**src/qrs_pkg.sv**
```systemverilog
package qrs_pkg;

    // Fixed widths of the data path.
    localparam int COEF_W = 32;
    localparam int EPS_W  = 16;
    localparam int DIFF_W = 33;
    localparam int PROD_W = 66;
    localparam int DISC_W = 68;
    localparam int ROOT_W = 34;
    localparam int REM_W  = 37;
    localparam int NUM_W  = 36;
    localparam int NMAG_W = 35;
    localparam int DEN_W  = 35;
    localparam int DMAG_W = 34;

    // Solution kinds.
    localparam logic [2:0] KIND_ALL     = 3'd0;
    localparam logic [2:0] KIND_NONE    = 3'd1;
    localparam logic [2:0] KIND_LINEAR  = 3'd2;
    localparam logic [2:0] KIND_DOUBLE  = 3'd3;
    localparam logic [2:0] KIND_TWO     = 3'd4;
    localparam logic [2:0] KIND_COMPLEX = 3'd5;

    // Saturation bounds of a root.
    localparam logic [COEF_W-1:0] SAT_MAX = 32'h7FFF_FFFF;
    localparam logic [COEF_W-1:0] SAT_MIN = 32'h8000_0000;

    // One classified equation as it waits between the front and the back.
    typedef struct packed {
        logic [2:0]               kind;
        logic signed [DIFF_W-1:0] a;
        logic signed [DIFF_W-1:0] b;
        logic signed [DIFF_W-1:0] c;
        logic [DISC_W-1:0]        disc;
    } t_job;

    // State of one square-root stage.
    typedef struct packed {
        logic [REM_W-1:0]  rem;
        logic [ROOT_W-1:0] root;
        logic [DISC_W-1:0] rad;
    } t_sq;

    // One restoring square-root step: two radicand bits in, one root bit out.
    function automatic t_sq sq_step(input t_sq s);
        t_sq r;
        logic [REM_W-1:0] t;
        logic [REM_W-1:0] trial;
        t     = {s.rem[REM_W-3:0], s.rad[DISC_W-1 -: 2]};
        trial = {{(REM_W-ROOT_W-2){1'b0}}, s.root, 2'b01};
        r.rad = {s.rad[DISC_W-3:0], 2'b00};
        if (t >= trial) begin
            r.rem  = t - trial;
            r.root = {s.root[ROOT_W-2:0], 1'b1};
        end else begin
            r.rem  = t;
            r.root = {s.root[ROOT_W-2:0], 1'b0};
        end
        return r;
    endfunction

endpackage

```
**src/qrs_queue.sv**
```systemverilog
module qrs_queue #(
    parameter int DEPTH = 4
) (
    input  logic          i_clk,
    input  logic          i_rst_n,
    input  logic          i_push,
    input  qrs_pkg::t_job i_data,
    output logic          o_full,
    input  logic          i_pop,
    output qrs_pkg::t_job o_data,
    output logic          o_empty
);

    localparam int PW = $clog2(DEPTH);
    localparam int CW = $clog2(DEPTH + 1);

    qrs_pkg::t_job r_mem [DEPTH];
    logic [PW-1:0] r_wr;
    logic [PW-1:0] r_rd;
    logic [CW-1:0] r_cnt;

    // Storage is written at the tail.
    always_ff @(posedge i_clk) begin
        if (i_push) begin
            r_mem[r_wr] <= i_data;
        end
    end

    // Pointers and fill count.
    always_ff @(posedge i_clk) begin
        if (!i_rst_n) begin
            r_wr  <= '0;
            r_rd  <= '0;
            r_cnt <= '0;
        end else begin
            if (i_push) begin
                r_wr <= (r_wr == PW'(DEPTH - 1)) ? '0 : r_wr + 1'b1;
            end
            if (i_pop) begin
                r_rd <= (r_rd == PW'(DEPTH - 1)) ? '0 : r_rd + 1'b1;
            end
            case ({i_push, i_pop})
                2'b10:   r_cnt <= r_cnt + 1'b1;
                2'b01:   r_cnt <= r_cnt - 1'b1;
                default: r_cnt <= r_cnt;
            endcase
        end
    end

    assign o_data  = r_mem[r_rd];
    assign o_full  = r_cnt == CW'(DEPTH);
    assign o_empty = r_cnt == '0;

endmodule

```
**config.mk**
```make
export PLATFORM = sky130hd
export DESIGN_NAME = qrs_queue
export DESIGN_NICKNAME = d
export VERILOG_FILES = /design/src/qrs_pkg.sv /design/src/qrs_queue.sv
export SDC_FILE = /design/constraint.sdc
export NUM_CORES = 1
export LEC_CHECK = 0
export ABC_AREA = 0
export BUFFER_PORTS_ARGS = -buffer_cell sky130_fd_sc_hd__buf_2
export CORE_MARGIN = 2
export CORE_UTILIZATION = 51
export CTS_CLUSTER_DIAMETER = 150
export DETAILED_ROUTE_END_ITERATION = 7
export GPL_TIMING_DRIVEN = 1
export PLACE_DENSITY = 0.81
export SLEW_MARGIN = 20
export SYNTH_ARGS = -nofsm -noshare
export SYNTH_HDL_FRONTEND = slang
export SYNTH_SLANG_ARGS = --single-unit
```
**constraint.sdc**
```tcl
create_clock -name i_clk -period 5.3 [get_ports i_clk]
set_input_delay 1.06 -clock i_clk [delete_from_list [all_inputs] [get_ports i_clk]]
set_output_delay 1.06 -clock i_clk [all_outputs]
set_load 0.01 [all_outputs]
```
After elaboration in Yosys (flattened, before gate mapping). Memories as Yosys holds them, arrays and structs flattened. A register that Yosys moved wholly into a read port is not among the register bits. Cells that the tools add are included.

Flip-flop bits (word level): 7. Bits in writable memories: 680. Input bits: 174. Output and inout port bits: 172. Memories: 1.

$add $sub $neg: 4. Equal/unequal tests: 5. Multiplexer cells: 7. Reductions and logical operators: 2.

Memory list: r_mem (words 4, width 170, read ports 1, clocked after memory_dff 1, write ports 1, RTL line qrs_queue.sv:17) `qrs_pkg::t_job r_mem [DEPTH];`.

Operators with widths (count): 2-to-1 mux 2 bit (4); == test 2 bit (second input constant) (3); one-hot mux 3 bit (2 select lines) (1); adder 2 x 1 -> 2 bit (second input constant) (2); adder 3 x 1 -> 3 bit (second input constant) (1); == test 3 bit (second input constant) (1); zero test 3 bit (1); subtractor 3 x 1 -> 3 bit (second input constant) (1); == test 2 x 1 -> 1 bit (second input constant) (1); 2-to-1 mux 1 bit (2); nonzero test 2 bit (1).

Longest topological paths before layout.
Depth after elaboration: 4. Gate-level depth with buffers: 7.

Worst setup path after synthesis. OpenSTA, ideal clock, no wires.

Kind: input to register. Start: input port i_push. End: memory r_mem[0][0] (netlist bit) (enable). Arrival: 4929 ps. Required time: 4750 ps. Slack: -179 ps. Stages on the path: 1. Path buffers: 0. Cell sequence: and2_1.

Longest elaborated chain between the ends: 2.

RTL lines: start, declared (RTL line qrs_queue.sv:6) `input logic i_push,`; 2-to-1 mux 1 bit (RTL line qrs_queue.sv:24) `if (i_push) begin`; 2-to-1 mux 1 bit (not written as such) (RTL line qrs_queue.sv:25) `r_mem[r_wr] <= i_data;`; end, declared (RTL line qrs_queue.sv:17).

No other way between the ends.

==> reports/metrics.cfg <==
[route]
wl_mm=48.1
ant_nets=0
first_pass_iters=5
num_vias=11268
drtIter0Drc=734
remaining_drc_errors=0
routed_via_density=5.59
routedWlPerCell_microns=23.9

[placed_design]
place.gp.congestion=0.725
place_hpwl_mm=28.3
dp_slack_ps=2070
placed_cells=1887
io_buffers=345

[floorplan]
dieArea_sq_um=50700
die_h_microns=225
fp.dieW_microns=225
core_area_sq_um=48600
rows=81
initial_core_util_pct=51.3
pin_count=346

[setup_path]
crit_arrival_ps=2720
crit_required_ps=4240
path_class=flip-flop to output pin
worstPathMaxFanout=44
endpoint_kind=output pin
cp-start-kind=flip-flop

[logic_synthesis]
synthesis.area_sq_um=25000
synth_edf_count=680
yosysUniqueCellTypes=23
async_reset_ff_share_pct=0
ys_warn_count=0
seq_area_frac_synth_pct=82.5
syn_nets=1116
syn_area_per_cell_sq_um=26.7
synth_seq_cells=689
synth_flop_cell=edfxtp_1
synth_cells=935

[cts]
clk_pin_slew_ps=60
cts_resized=0
clkLatencyLatePin_ps=590
clk_path_buf_depth=3
hold_buffers=0
numCtsBuffers=69
cts_tree=built
postCtsSetupBuffers=0
htreeDepth=3
cts.sinks=689
cts_root_buffer=clkbuf_16

[pwr]
power.density_nw_per_um2=401
p_leak_nw=9.95
vdd_drop_max_mv=0.321

[layout]
nFillCells=3254
mostFrequentLayoutCells=edfxtp_1 (680), buf_2 (345), mux4_2 (170), clkbuf_16 (71), clkinv_1 (17)
mostFrequentLayoutCell=edfxtp_1
regArea_sq_um=20600
area_delta_synth_final_pct=19.1
fin_nets=1517
drive_above_1_share_pct=46.2
multi_input_area_sq_um=4100
fin_cells=2014

[sta]
fin_ws_ps=1520
min_period_over_period_pct=71.3
fin_skew_ps=18.0
tightestPinTransition_ps=1000
finalMaxSlewViolations=0
fmax_mhz=265
setup_viol=0
relSlewSlack_pct=33.4
period_needed_ps=3780
finalSetupTns_ps=0
final_hold_viol_count=0
rsz0062_at_grt=false

[job]
max_cap_viol_count=0

[global_routing]
antenna_found_initial=14
grt_pass1_wl_mm=70.8
grt-ovfl-total=0
grt_usage_pct=18.8
grt_pass1_vias=11912
grt_max_degree=99

[min_path]
hold_class=flip-flop to flip-flop

[run_status]
outcome=complete, no violations

==> final timing paths <==
path             start      endpoint  slack (ps)  cells after the start
max reg2reg    r_wr[0]  r_mem[3][51]        3010                      3
min reg2reg   r_cnt[2]      r_cnt[2]         570                      2
min           r_cnt[2]      r_cnt[2]         570                      2
max          flip-flop    o_data[49]        1520                      3
==> sequential cells by signal, indices dropped and copies added (netlist names), named ones only <==
register and count:
r_cnt 3, r_mem 680, r_rd 2, r_wr 2
==> critical path, stage by stage (launching register included) <==
cell and delay (ps):
dfxtp_4 960, buf_12 350, mux4_2 580, buf_2 160
==> synthesized netlist by cell type (2+ instances only) <==
master,count,area (sq um)
mux2i_1,2,20.0
o21ai_0,2,10.0
nor2b_1,4,25.0
and2_1,6,37.5
inv_1,6,22.5
dfxtp_1,9,180
buf_2,19,95.1
mux4_2,170,3830
nor3b_1,2,15.0
clkbuf_1,7,26.3
buf_6,12,135
edfxtp_1,680,20400
ha_1,6,75.1
==> through the flow <==
stage          hold slack [ps]  total power [mW]  util, %  cell area [sq um]
3_5_place_dp               512              7.37     56.6              27500
4_1_cts                    566              12.0     61.1              29700
5_1_grt                    584              12.3     61.1              29700
6_report                   566              11.9     61.1              29700
3_3_place_gp               489              7.33     56.6              27500
2_1_floorplan              473              6.93        -              25000
==> metal layers <==
layer	up-vias	wire (microns)	track usage [%]	part of all wire, %
met4	16	849	6.13	1.8
met1	5915	18700	23.8	39
met2	383	24600	30.9	51
li1	4872	-	-	-
met5	-	109	0	0.23
met3	82	3840	6.38	8.0
==> layout make-up <==
class                      instances  share of cell area, %
sequential                       689                   69.3
tap                              622                   2.62
inverter                           6                 0.0757
multi-input combinational        202                   13.8
antenna                            4                 0.0337
clock buffer                      80                   6.09
timing repair buffer             368                   6.81
clock inverter                    43                   1.29
==> cell families after synthesis <==
| group | Yosys count | synth area share (%) |
|---|---|---|
| fa+ha+maj | 7 | 0.381 |
| buf+inv | 44 | 1.12 |
| mux | 172 | 15.4 |
| xor+xnor | 2 | 0.0702 |
| simple gates | 16 | 0.396 |
| flops | 689 | 82.5 |
| compound gates | 5 | 0.120 |
==> report_power, final <==
group / switching (mW) / internal, mW
clock: 1.94 / 2.75
combinational: 0.507 / 0.436
sequential: 0.0823 / 6.22
total: 2.53 / 9.40
Note: power is estimated with default switching activity, not from simulation.
